## src/rtl/smtq_pkg.sv

```systemverilog
// sorted multi-timer queue: shared constants, action codes and compare flags
// used by the top level and by the saturating add / compare unit
package smtq_pkg;

  localparam int SLOTS         = 16;
  localparam int TIME_BITS     = 48;
  localparam int INTERVAL_BITS = 24;
  localparam int ID_W          = 4;
  localparam int CNT_W         = 5;

  localparam logic [1:0] ACT_TICK  = 2'd0;
  localparam logic [1:0] ACT_START = 2'd1;
  localparam logic [1:0] ACT_STOP  = 2'd2;

  typedef struct packed {
    logic lt;
    logic eq;
  } cmp_t;

endpackage

```

## src/rtl/sorted_multi_timer_queue_unit.sv

```systemverilog
// sorted multi-timer queue, top level: sequencer, slot flags, sorted queue
// depends on smtq_pkg, smtq_alu and smtq_ram
//
// Usage: drive in_action / in_timer_id / in_interval_ticks / in_periodic and
// raise start; the item is taken at a clock edge with start high and busy
// low. Actions: tick (advance time by one and fire due timers), start timer,
// stop timer. Busy stays high until the item is fully handled.
// Results: one per firing, shown for exactly one cycle with out_valid high;
// out_last_fire marks the final firing of a tick. The receiver cannot stall,
// so results are never held back.
// Steps: stop, an unused action and an ignored start are handled in idle.
// A start walks the sorted queue from the head, a check and a compare for
// each entry passed, then puts the new entry in. A tick first counts the due
// entries at the queue head, then pops each due entry, fires it if still
// active and re-queues a periodic one by the same sorted walk, and ends with
// a closing step that shows the held last firing. Each step shares the one
// deadline ram read port and one shared adder/comparator, used once per step.
// Reset (synchronous, active low) empties the queue, clears all slot flags
// and sets time to zero; deadline and interval stores need no clearing.
module sorted_multi_timer_queue_unit (
  input  logic                               clk,
  input  logic                               rst_n,
  input  logic                               start,
  output logic                               busy,
  input  logic [1:0]                         in_action,
  input  logic [smtq_pkg::ID_W-1:0]          in_timer_id,
  input  logic [smtq_pkg::INTERVAL_BITS-1:0] in_interval_ticks,
  input  logic                               in_periodic,
  output logic                               out_valid,
  output logic [smtq_pkg::ID_W-1:0]          out_fired_id,
  output logic [smtq_pkg::TIME_BITS-1:0]     out_fire_deadline,
  output logic                               out_last_fire
);

  typedef enum logic [2:0] {
    ST_IDLE, ST_CNT_CHK, ST_CNT_CMP, ST_POP_CHK, ST_POP_EXE,
    ST_INS_CHK, ST_INS_CMP, ST_INS_PUT
  } state_t;

  localparam int TB = smtq_pkg::TIME_BITS;
  localparam int IB = smtq_pkg::INTERVAL_BITS;
  localparam int IW = smtq_pkg::ID_W;
  localparam int CW = smtq_pkg::CNT_W;
  localparam int NS = smtq_pkg::SLOTS;

  state_t state_r, state_nxt;

  logic [TB-1:0] now_r, now_nxt;
  logic [TB-1:0] key_r, key_nxt;
  logic [IW-1:0] q_r [NS];
  logic [IW-1:0] q_nxt [NS];
  logic [CW-1:0] qlen_r, qlen_nxt;
  logic [CW-1:0] k_r, k_nxt;
  logic [CW-1:0] pos_r, pos_nxt;
  logic [IW-1:0] hd_id_r, hd_id_nxt;
  logic [IW-1:0] ins_id_r, ins_id_nxt;
  logic          tick_r, tick_nxt;
  logic [NS-1:0] active_r, active_nxt;
  logic [NS-1:0] periodic_r, periodic_nxt;
  logic [NS-1:0] started_r, started_nxt;
  logic          pend_v_r, pend_v_nxt;
  logic [IW-1:0] pend_id_r, pend_id_nxt;
  logic [TB-1:0] pend_dl_r, pend_dl_nxt;
  logic          out_valid_r, out_valid_nxt;
  logic [IW-1:0] out_id_r, out_id_nxt;
  logic [TB-1:0] out_dl_r, out_dl_nxt;
  logic          out_last_r, out_last_nxt;

  logic          dl_we;
  logic [IW-1:0] dl_waddr, dl_raddr;
  logic [TB-1:0] dl_wdata, dl_rdata;
  logic          iv_we;
  logic [IB-1:0] iv_wdata, iv_rdata;

  logic [TB-1:0]  add_a, add_b, sum;
  smtq_pkg::cmp_t cmp;
  logic [IB-1:0]  iv_fixed;

  smtq_ram #(.WIDTH(TB), .DEPTH(NS)) u_dl_ram (
    .clk   (clk),
    .we    (dl_we),
    .waddr (dl_waddr),
    .wdata (dl_wdata),
    .raddr (dl_raddr),
    .rdata (dl_rdata)
  );

  smtq_ram #(.WIDTH(IB), .DEPTH(NS)) u_iv_ram (
    .clk   (clk),
    .we    (iv_we),
    .waddr (in_timer_id),
    .wdata (iv_wdata),
    .raddr (q_r[0]),
    .rdata (iv_rdata)
  );

  smtq_alu u_alu (
    .add_a (add_a),
    .add_b (add_b),
    .cmp_a (dl_rdata),
    .cmp_b (key_r),
    .sum   (sum),
    .cmp   (cmp)
  );

  // a zero interval counts as one tick
  assign iv_fixed = (in_interval_ticks == '0) ? IB'(1) : in_interval_ticks;

  always_comb begin
    state_nxt    = state_r;
    now_nxt      = now_r;
    key_nxt      = key_r;
    q_nxt        = q_r;
    qlen_nxt     = qlen_r;
    k_nxt        = k_r;
    pos_nxt      = pos_r;
    hd_id_nxt    = hd_id_r;
    ins_id_nxt   = ins_id_r;
    tick_nxt     = tick_r;
    active_nxt   = active_r;
    periodic_nxt = periodic_r;
    started_nxt  = started_r;
    pend_v_nxt   = pend_v_r;
    pend_id_nxt  = pend_id_r;
    pend_dl_nxt  = pend_dl_r;
    out_valid_nxt = 1'b0;
    out_id_nxt   = out_id_r;
    out_dl_nxt   = out_dl_r;
    out_last_nxt = out_last_r;

    dl_we    = 1'b0;
    dl_waddr = in_timer_id;
    dl_wdata = sum;
    dl_raddr = q_r[0];
    iv_we    = 1'b0;
    iv_wdata = iv_fixed;

    add_a = dl_rdata;
    add_b = TB'(iv_rdata);

    unique case (state_r)
      ST_IDLE: begin
        add_a = now_r;
        add_b = (in_action == smtq_pkg::ACT_TICK) ? TB'(1) : TB'(iv_fixed);
        if (start) begin
          unique case (in_action)
            smtq_pkg::ACT_TICK: begin
              now_nxt   = sum;
              key_nxt   = sum;
              k_nxt     = '0;
              tick_nxt  = 1'b1;
              state_nxt = ST_CNT_CHK;
            end
            smtq_pkg::ACT_START: begin
              // a slot is armed only once, later starts are ignored
              if (!started_r[in_timer_id]) begin
                started_nxt[in_timer_id]  = 1'b1;
                active_nxt[in_timer_id]   = 1'b1;
                periodic_nxt[in_timer_id] = in_periodic;
                dl_we      = 1'b1;
                iv_we      = 1'b1;
                key_nxt    = sum;
                ins_id_nxt = in_timer_id;
                pos_nxt    = '0;
                tick_nxt   = 1'b0;
                state_nxt  = ST_INS_CHK;
              end
            end
            smtq_pkg::ACT_STOP: begin
              active_nxt[in_timer_id] = 1'b0;
            end
            default: begin
            end
          endcase
        end
      end

      // count the due entries at the queue head
      ST_CNT_CHK: begin
        dl_raddr = q_r[k_r[IW-1:0]];
        if (k_r == qlen_r) begin
          state_nxt = ST_POP_CHK;
        end else begin
          state_nxt = ST_CNT_CMP;
        end
      end

      ST_CNT_CMP: begin
        if (cmp.lt || cmp.eq) begin
          k_nxt     = k_r + CW'(1);
          state_nxt = ST_CNT_CHK;
        end else begin
          state_nxt = ST_POP_CHK;
        end
      end

      ST_POP_CHK: begin
        dl_raddr = q_r[0];
        if (k_r == '0) begin
          // no due entry left: the held firing is the last of this tick
          if (pend_v_r) begin
            out_valid_nxt = 1'b1;
            out_id_nxt    = pend_id_r;
            out_dl_nxt    = pend_dl_r;
            out_last_nxt  = 1'b1;
            pend_v_nxt    = 1'b0;
          end
          tick_nxt  = 1'b0;
          state_nxt = ST_IDLE;
        end else begin
          hd_id_nxt = q_r[0];
          for (int j = 0; j < NS - 1; j++) begin
            q_nxt[j] = q_r[j+1];
          end
          qlen_nxt  = qlen_r - CW'(1);
          k_nxt     = k_r - CW'(1);
          state_nxt = ST_POP_EXE;
        end
      end

      ST_POP_EXE: begin
        dl_waddr  = hd_id_r;
        state_nxt = ST_POP_CHK;
        if (active_r[hd_id_r]) begin
          // hold each firing until the next one is found so the last one can be marked
          if (pend_v_r) begin
            out_valid_nxt = 1'b1;
            out_id_nxt    = pend_id_r;
            out_dl_nxt    = pend_dl_r;
            out_last_nxt  = 1'b0;
          end
          pend_v_nxt  = 1'b1;
          pend_id_nxt = hd_id_r;
          pend_dl_nxt = dl_rdata;
          if (periodic_r[hd_id_r]) begin
            // re-queue behind the due entries still waiting in this tick
            dl_we      = 1'b1;
            key_nxt    = sum;
            ins_id_nxt = hd_id_r;
            pos_nxt    = k_r;
            state_nxt  = ST_INS_CHK;
          end
        end
      end

      ST_INS_CHK: begin
        dl_raddr = q_r[pos_r[IW-1:0]];
        if (pos_r == qlen_r) begin
          state_nxt = ST_INS_PUT;
        end else begin
          state_nxt = ST_INS_CMP;
        end
      end

      ST_INS_CMP: begin
        if (cmp.lt) begin
          pos_nxt   = pos_r + CW'(1);
          state_nxt = ST_INS_CHK;
        end else begin
          state_nxt = ST_INS_PUT;
        end
      end

      ST_INS_PUT: begin
        for (int j = 0; j < NS; j++) begin
          if (CW'(j) == pos_r) begin
            q_nxt[j] = ins_id_r;
          end else if (j > 0 && CW'(j) > pos_r) begin
            q_nxt[j] = q_r[(j > 0) ? j - 1 : 0];
          end
        end
        qlen_nxt  = qlen_r + CW'(1);
        state_nxt = tick_r ? ST_POP_CHK : ST_IDLE;
      end

      default: begin
        state_nxt = ST_IDLE;
      end
    endcase
  end

  always_ff @(posedge clk) begin
    if (!rst_n) begin
      state_r     <= ST_IDLE;
      now_r       <= '0;
      qlen_r      <= '0;
      k_r         <= '0;
      tick_r      <= 1'b0;
      active_r    <= '0;
      periodic_r  <= '0;
      started_r   <= '0;
      pend_v_r    <= 1'b0;
      out_valid_r <= 1'b0;
    end else begin
      state_r     <= state_nxt;
      now_r       <= now_nxt;
      qlen_r      <= qlen_nxt;
      k_r         <= k_nxt;
      tick_r      <= tick_nxt;
      active_r    <= active_nxt;
      periodic_r  <= periodic_nxt;
      started_r   <= started_nxt;
      pend_v_r    <= pend_v_nxt;
      out_valid_r <= out_valid_nxt;
    end
    key_r      <= key_nxt;
    q_r        <= q_nxt;
    pos_r      <= pos_nxt;
    hd_id_r    <= hd_id_nxt;
    ins_id_r   <= ins_id_nxt;
    pend_id_r  <= pend_id_nxt;
    pend_dl_r  <= pend_dl_nxt;
    out_id_r   <= out_id_nxt;
    out_dl_r   <= out_dl_nxt;
    out_last_r <= out_last_nxt;
  end

  assign busy              = (state_r != ST_IDLE);
  assign out_valid         = out_valid_r;
  assign out_fired_id      = out_id_r;
  assign out_fire_deadline = out_dl_r;
  assign out_last_fire     = out_last_r;

endmodule

```

## src/rtl/smtq_ram.sv

```systemverilog
// generic single-write, single-read ram with registered read data
// no package dependency
module smtq_ram #(
  parameter int WIDTH = 8,
  parameter int DEPTH = 16
) (
  input  logic                     clk,
  input  logic                     we,
  input  logic [$clog2(DEPTH)-1:0] waddr,
  input  logic [WIDTH-1:0]         wdata,
  input  logic [$clog2(DEPTH)-1:0] raddr,
  output logic [WIDTH-1:0]         rdata
);

  logic [WIDTH-1:0] mem [DEPTH];
  logic [WIDTH-1:0] rdata_r;

  always_ff @(posedge clk) begin
    if (we) begin
      mem[waddr] <= wdata;
    end
    rdata_r <= mem[raddr];
  end

  assign rdata = rdata_r;

endmodule

```

## src/rtl/smtq_alu.sv

```systemverilog
// shared arithmetic unit: saturating time add and one magnitude compare
// depends on smtq_pkg
module smtq_alu (
  input  logic [smtq_pkg::TIME_BITS-1:0] add_a,
  input  logic [smtq_pkg::TIME_BITS-1:0] add_b,
  input  logic [smtq_pkg::TIME_BITS-1:0] cmp_a,
  input  logic [smtq_pkg::TIME_BITS-1:0] cmp_b,
  output logic [smtq_pkg::TIME_BITS-1:0] sum,
  output smtq_pkg::cmp_t                 cmp
);

  logic [smtq_pkg::TIME_BITS:0] raw;

  always_comb begin
    raw = {1'b0, add_a} + {1'b0, add_b};
    // carry out means the sum passed the largest time value
    sum = raw[smtq_pkg::TIME_BITS] ? {smtq_pkg::TIME_BITS{1'b1}}
                                   : raw[smtq_pkg::TIME_BITS-1:0];
    cmp.lt = (cmp_a < cmp_b);
    cmp.eq = (cmp_a == cmp_b);
  end

endmodule

```

## config.mk

```make
export PLATFORM = sky130hd
export DESIGN_NAME = sorted_multi_timer_queue_unit
export DESIGN_NICKNAME = d
export VERILOG_FILES = /design/src/rtl/smtq_pkg.sv /design/src/rtl/sorted_multi_timer_queue_unit.sv /design/src/rtl/smtq_ram.sv /design/src/rtl/smtq_alu.sv
export SDC_FILE = /design/constraint.sdc
export NUM_CORES = 2
export LEC_CHECK = 0
export BUFFER_PORTS_ARGS = -buffer_cell sky130_fd_sc_hd__buf_2
export CAP_MARGIN = 30
export CORE_MARGIN = 2
export CORE_UTILIZATION = 40
export DETAILED_ROUTE_END_ITERATION = 10
export GPL_TIMING_DRIVEN = 0
export SYNTH_ARGS = -nofsm -noshare
export SYNTH_HDL_FRONTEND = slang
export SYNTH_SLANG_ARGS = --single-unit
```

## constraint.sdc

```tcl
create_clock -name clk -period 15.6 [get_ports clk]
set_input_delay 2.34 -clock clk [delete_from_list [all_inputs] [get_ports clk]]
set_output_delay 2.34 -clock clk [all_outputs]
set_load 0.05 [all_outputs]
```

======== Word level (Yosys, flattened, before mapping) ========
Memories as Yosys holds them, arrays and structs flattened. A register that Yosys moved wholly into a read port is not among the register bits.
Cells that the tools add are included.
operators by class
  reduce and logical (&&, ||, !) cells .... 46
  add/sub/neg operators ................... 6
  magnitude comparators ................... 21
  bitwise logic cells ..................... 8
  mux-type cells .......................... 130
  equality and inequality tests ........... 57
operators with widths
  cell                                                                  number
  48-bit 2-to-1 mux                                                     9
  48-bit case mux with 2 select lines                                   3
  4-bit 2-to-1 mux                                                      44
  60-bit case mux with 2 select lines                                   1
  24-bit 2-to-1 mux                                                     3
  60-bit 2-to-1 mux                                                     1
  5-bit 2-to-1 mux                                                      11
  3-bit AND reduction                                                   18
  48-bit by 24-bit adder with 49-bit output                             1
  48-bit equality test                                                  1
  48-bit less-than comparator                                           1
  3-bit != test, second input constant                                  15
  4-bit by 5-bit equality test with 1-bit output, first input constant  8
  4-bit by 5-bit > comparator with 1-bit output, first input constant   8
  4-bit binary-select mux with 4-bit select                             2
  16-bit OR                                                             2
  16-bit case mux with 2 select lines                                   1
  5-bit case mux with 3 select lines                                    2
  1-bit 2-to-1 mux                                                      27
  2-bit != test, second input constant                                  13
  24-bit zero test                                                      1
  3-bit case mux with 8 select lines                                    1
  4-bit case mux with 2 select lines                                    3
  3-bit by 5-bit equality test with 1-bit output, first input constant  4
  other kinds (43)                                                      88
storage, ports and cells
  memories ................................ 2
  register bits after elaboration ......... 342
  word-level logic and storage cells ...... 305
  output and inout bits ................... 55
  bits in writable memories ............... 1152
memories
  memory        words  width  read ports  clocked after memory_dff  write ports  line            source
  u_dl_ram.mem  16     48     1           1                         1            smtq_ram.sv:15  logic [WIDTH-1:0] mem [DEPTH];
  u_iv_ram.mem  16     24     1           1                         1            smtq_ram.sv:15

======== Depth between registers and ports, before layout ========
  depth after elaboration ................. 10
  mapped depth ............................ 22

======== Cells and area by module ========
From an unflattened synthesis, not the netlist that was laid out.
second synthesis, totals
  cells, all modules ...................... 3903
  area, all modules ....................... 64551.9 um^2
modules (own cells, without submodules)
  module                         seq. area each (um^2)  area each (um^2)  instances  cells an instance
  smtq_ram at u_dl_ram           24023.0                29691.0           1          1242
  sorted_multi_timer_queue_unit  9148.8                 15688.8           1          1401
  smtq_ram at u_iv_ram           12011.5                14930.6           1          636
  smtq_alu                       0.0                    4241.6            1          624

======== Least setup slack after synthesis ========
No wires, ideal clock.
  kind .................................... input port to flip-flop
  from .................................... input port in_timer_id[0] (netlist bit)
  to ...................................... register key_r[0] (enable)
  required time ........................... 14888 ps
  arrival time ............................ 11344 ps
  cell stages on the path ................. 6
  library setup time ...................... 712 ps
  setup slack ............................. 3543 ps
  cells stage by stage .................... buf_2 > mux4_2 > mux4_2 > a21oi_1 > nor2_1 > a2111oi_0
between the ends
  word-level cells in the longest chain between the ends .. 4
ends and longest elaborated chain
  item                                       line                                  source
  start, declared                            sorted_multi_timer_queue_unit.sv:26   input logic [smtq_pkg::ID_W-1:0] in_timer_id,
  1-bit binary-select mux with 4-bit select  sorted_multi_timer_queue_unit.sv:156  if (!started_r[in_timer_id]) begin
  1-bit 2-to-1 mux (implied by the code)     sorted_multi_timer_queue_unit.sv:156
  3-bit != test (no line)                    --
  6-bit AND reduction (no line)              --
  end signal, assigned                       sorted_multi_timer_queue_unit.sv:306  key_r <= key_nxt;
  end, declared                              sorted_multi_timer_queue_unit.sv:49   logic [TB-1:0] key_r, key_nxt;
No other way between the ends. The select of a mux whose other input is x is not followed.
A chain may end at the register's enable or synchronous reset.

======== Final worst setup path ========
  from .................................... register state_r[0]
  to ...................................... memory u_dl_ram.mem[6][43] (netlist bit), data pin
between the ends
  word-level cells in the longest chain between the ends .. 4
ends and longest elaborated chain
  item                                                           line                                  source
  start, declared                                                sorted_multi_timer_queue_unit.sv:46   state_t state_r, state_nxt;
  start signal, assigned                                         sorted_multi_timer_queue_unit.sv:295  state_r <= state_nxt;
  3-bit zero test (*)                                            sorted_multi_timer_queue_unit.sv:141  unique case (state_r)
  48-bit 2-to-1 mux / 24-bit 2-to-1 mux (equally long branches)  sorted_multi_timer_queue_unit.sv:141
  48-bit by 24-bit adder with 49-bit output (*)                  smtq_alu.sv:15                        raw = {1'b0, add_a} + {1'b0, add_b};
  48-bit 2-to-1 mux (*)                                          smtq_alu.sv:17                        sum = raw[smtq_pkg::TIME_BITS] ? {smtq_pkg::TIME_BITS{1'b1}}
  named net dl_wdata[43]                                         sorted_multi_timer_queue_unit.sv:71   logic [TB-1:0] dl_wdata, dl_rdata;
  end, declared                                                  smtq_ram.sv:15
The timed path passes the listed nets; every way through them passes the cells marked *.

==> flow_summary.ini <==
[synthesis]
avgSynthCellArea_um2 = 15.3
synth_top_area_share_pct = 64.5
yosys_warnings = 0
synth.most_common_cell = edfxtp_1
synth_seq_area_share_pct = 70.2
synth-seq-cells = 1566
synthCells = 4197
ys.flop_type = edfxtp_1
synth_edf_count = 1382
yosysTopAreaCell = edfxtp_1
synthArstFlopShare_pct = 0
ys_top_cells_by_area = edfxtp_1, mux4_2, dfxtp_1
netlist_top_cells_count = edfxtp_1, nand2_1, mux2i_1
synth_area_mm2 = 0.0643
ys_types = 85
synth_nets = 4315

[clock_network]
cts_tree = built
cts.sinks = 1566
clk_latency_ns = 0.80
h-tree-depth = 4
cts_setup_buffers = 0
clock_path_buffers = 3
cts_hold_buf = 0
path_clk_slew_ns = 0.06
cts_resized = 0
clockRootBuffer = clkbuf_16
numCtsBuffers = 165

[place]
port_buffers = 85
hpwl_mm = 126
gp_congestion = 0.894

[worst_hold_path]
min_path_type = reg2reg

[drt]
drc = 0
wire_per_inst_um = 26.7
wl_met3_mm = 13.3
num_vias = 38456
firstDrtPassIters = 5
drt-total-wl_mm = 183
drt-met1-wl_mm = 75.7
drtIter0Drc = 4421
routed.top_layer = met5
viasPerCell = 5.62
dr_wl_met2_mm = 88.2
antenna_left = 0

[global_routing]
grt_util_all_layers_pct = 22.2
grt_overflow_total = 0
first_global_vias = 38002
antenna_found_initial = 15
grt_pass1_wl_mm = 263
grt_max_degree = 32

[timing]
drv_slew = 0
layout_min_cycle_time_ns = 8.18
max_clock_freq_mhz = 122
tightest_slew_ns = 1.12
hold_viol = 0
rsz0062_at_grt = no
slew_headroom_pct = 25.5
finalSetupViolCount = 0
period_share_pct = 52.5
fin_tns_setup_ns = 0
fin_hold_ws_ns = 0.417
skew_ns = 0.0370

[floorplan]
ios = 89
die_w_um = 405
core_mm2 = 0.160
die_area_mm2 = 0.164
start_util_pct = 40.2
die_h_um = 405
rows = 147

[worst_setup_path]
crit_path_start_kind = register
arrival_ns = 8.52
critPathKind = reg2reg
crit_path_end_kind = register
crit_fanout = 17
critPathRequiredTime_ns = 15.94

[status]
status = completed

[job]
maxCapViolCount = 0

[power]
power_uw = 14700
powerDensity_mw_per_mm2 = 197
p_leak_uw = 0.0258
irDropWorstVdd_mv = 0.126

[finish]
area_delta_synth_final_pct = 16.2
fin_nets = 4657
drive_above_1_share_pct = 17.3
-- stage by stage --
stage	setup WS (ns)	std cells	cell area, µm²	util, %
4_1_cts	7.53	6837	74700	46.6
6_report	7.42	6844	74800	46.7
5_1_grt	7.17	6842	74800	46.7
2_1_floorplan	3.54	4197	64300	-
3_3_place_gp	-2.37	6442	67500	42.1
3_5_place_dp	7.28	6529	69100	43.1
-- cell type report --
class	instances	area, µm²
Clock buffer	229	4680
Tap cell	2160	2700
Fill cell	13716	85400
Sequential cell	1566	45200
Inverter	71	267
Buffer	263	1160
Timing Repair Buffer	175	1880
Clock inverter	79	941
Multi-Input combinational cell	2297	17900
Antenna cell	4	10.0
-- path summary, 6_finish.rpt --
kind / startpoint / to / slack (ns) / cells after the start
min reg2reg: pend_dl_r[44] / out_fire_deadline[44] / 0.42 / 0
max reg2reg: state_r[0] / u_dl_ram.mem[6][43] / 7.42 / 19
min: pend_dl_r[44] / out_fire_deadline[44] / 0.42 / 0
max: state_r[0] / u_dl_ram.mem[6][43] / 7.42 / 19
-- routing by layer --
metal	global-route usage (%)	vias up
li1	-	16913
met5	0	-
met2	36.6	1553
met3	4.06	300
met4	6.85	10
met1	29.8	19680
-- state kept, by name, summed over array words and instances (netlist names), 3 cells and up, named ones only --
signal	count
u_dl_ram.mem	768
u_iv_ram.mem	384
q_r	64
key_r	48
now_r	48
out_fire_deadline	48
pend_dl_r	48
u_dl_ram.rdata	48
u_iv_ram.rdata	24
periodic_r	16
started_r	16
k_r	5
pos_r	5
qlen_r	5
hd_id_r	4
ins_id_r	4
out_fired_id	4
pend_id_r	4
state_r	3
-- cell families (layout without fill, tap and decap cells) --
kind of cell	count (synthesis)	count (layout)	share of synthesized area, %
XOR/XNOR	50	50	0.681
buffers and inverters	334	817	2.21
flip-flops	1566	1566	70.2
other	0	4	0
AND/OR/NAND/NOR	1074	1074	7.54
multiplexers	488	488	10.9
adder cells (fa/ha/maj)	84	84	1.67
AO/OA/AOI/OAI	601	601	6.74
-- worst max-delay path, cell delays in order, from the launching register on --
cell and delay, ns:
dfxtp_1 0.31, buf_2 0.20, nor3_2 0.16, inv_2 0.26, buf_2 0.43, buf_2 0.52
clkbuf_1 0.26, buf_8 0.23, clkbuf_1 0.53, clkbuf_1 0.73, a22o_1 0.42, ha_1 0.29
and2_1 0.19, nand4_1 0.12, a311oi_1 0.75, o211a_1 0.37, o2111ai_1 0.49, a2111oi_0 0.75
xor2_1 0.24, nand2_1 0.42
-- cell usage in the layout, fill, tap and decap left out, types with 27 or more instances in the layout --
master     count
a21oi_1       73
a31oi_1       56
a32oi_1      144
and4_1        51
buf_12        49
buf_2        170
buf_4         28
clkbuf_1     182
clkbuf_16    168
dfxtp_1      184
edfxtp_1    1382
ha_1          81
inv_1         68
mux2_2        59
mux2i_1      263
mux4_2       165
nand2_1      663
nand3_1       46
nor2_1       123
nor2_4        32
nor2b_1       29
o21a_1        50
o21ai_0      113
xnor2_1       27
-- power breakdown --
| part | total, µW | switching [µW] | internal (µW) |
|---|---|---|---|
| clock network | 4030 | 1660 | 2370 |
| logic | 4470 | 3270 | 1200 |
| registers | 6210 | 211 | 6000 |
| total | 14700 | 5140 | 9570 |
No activity file was read; power rests on OpenSTA's default activity.
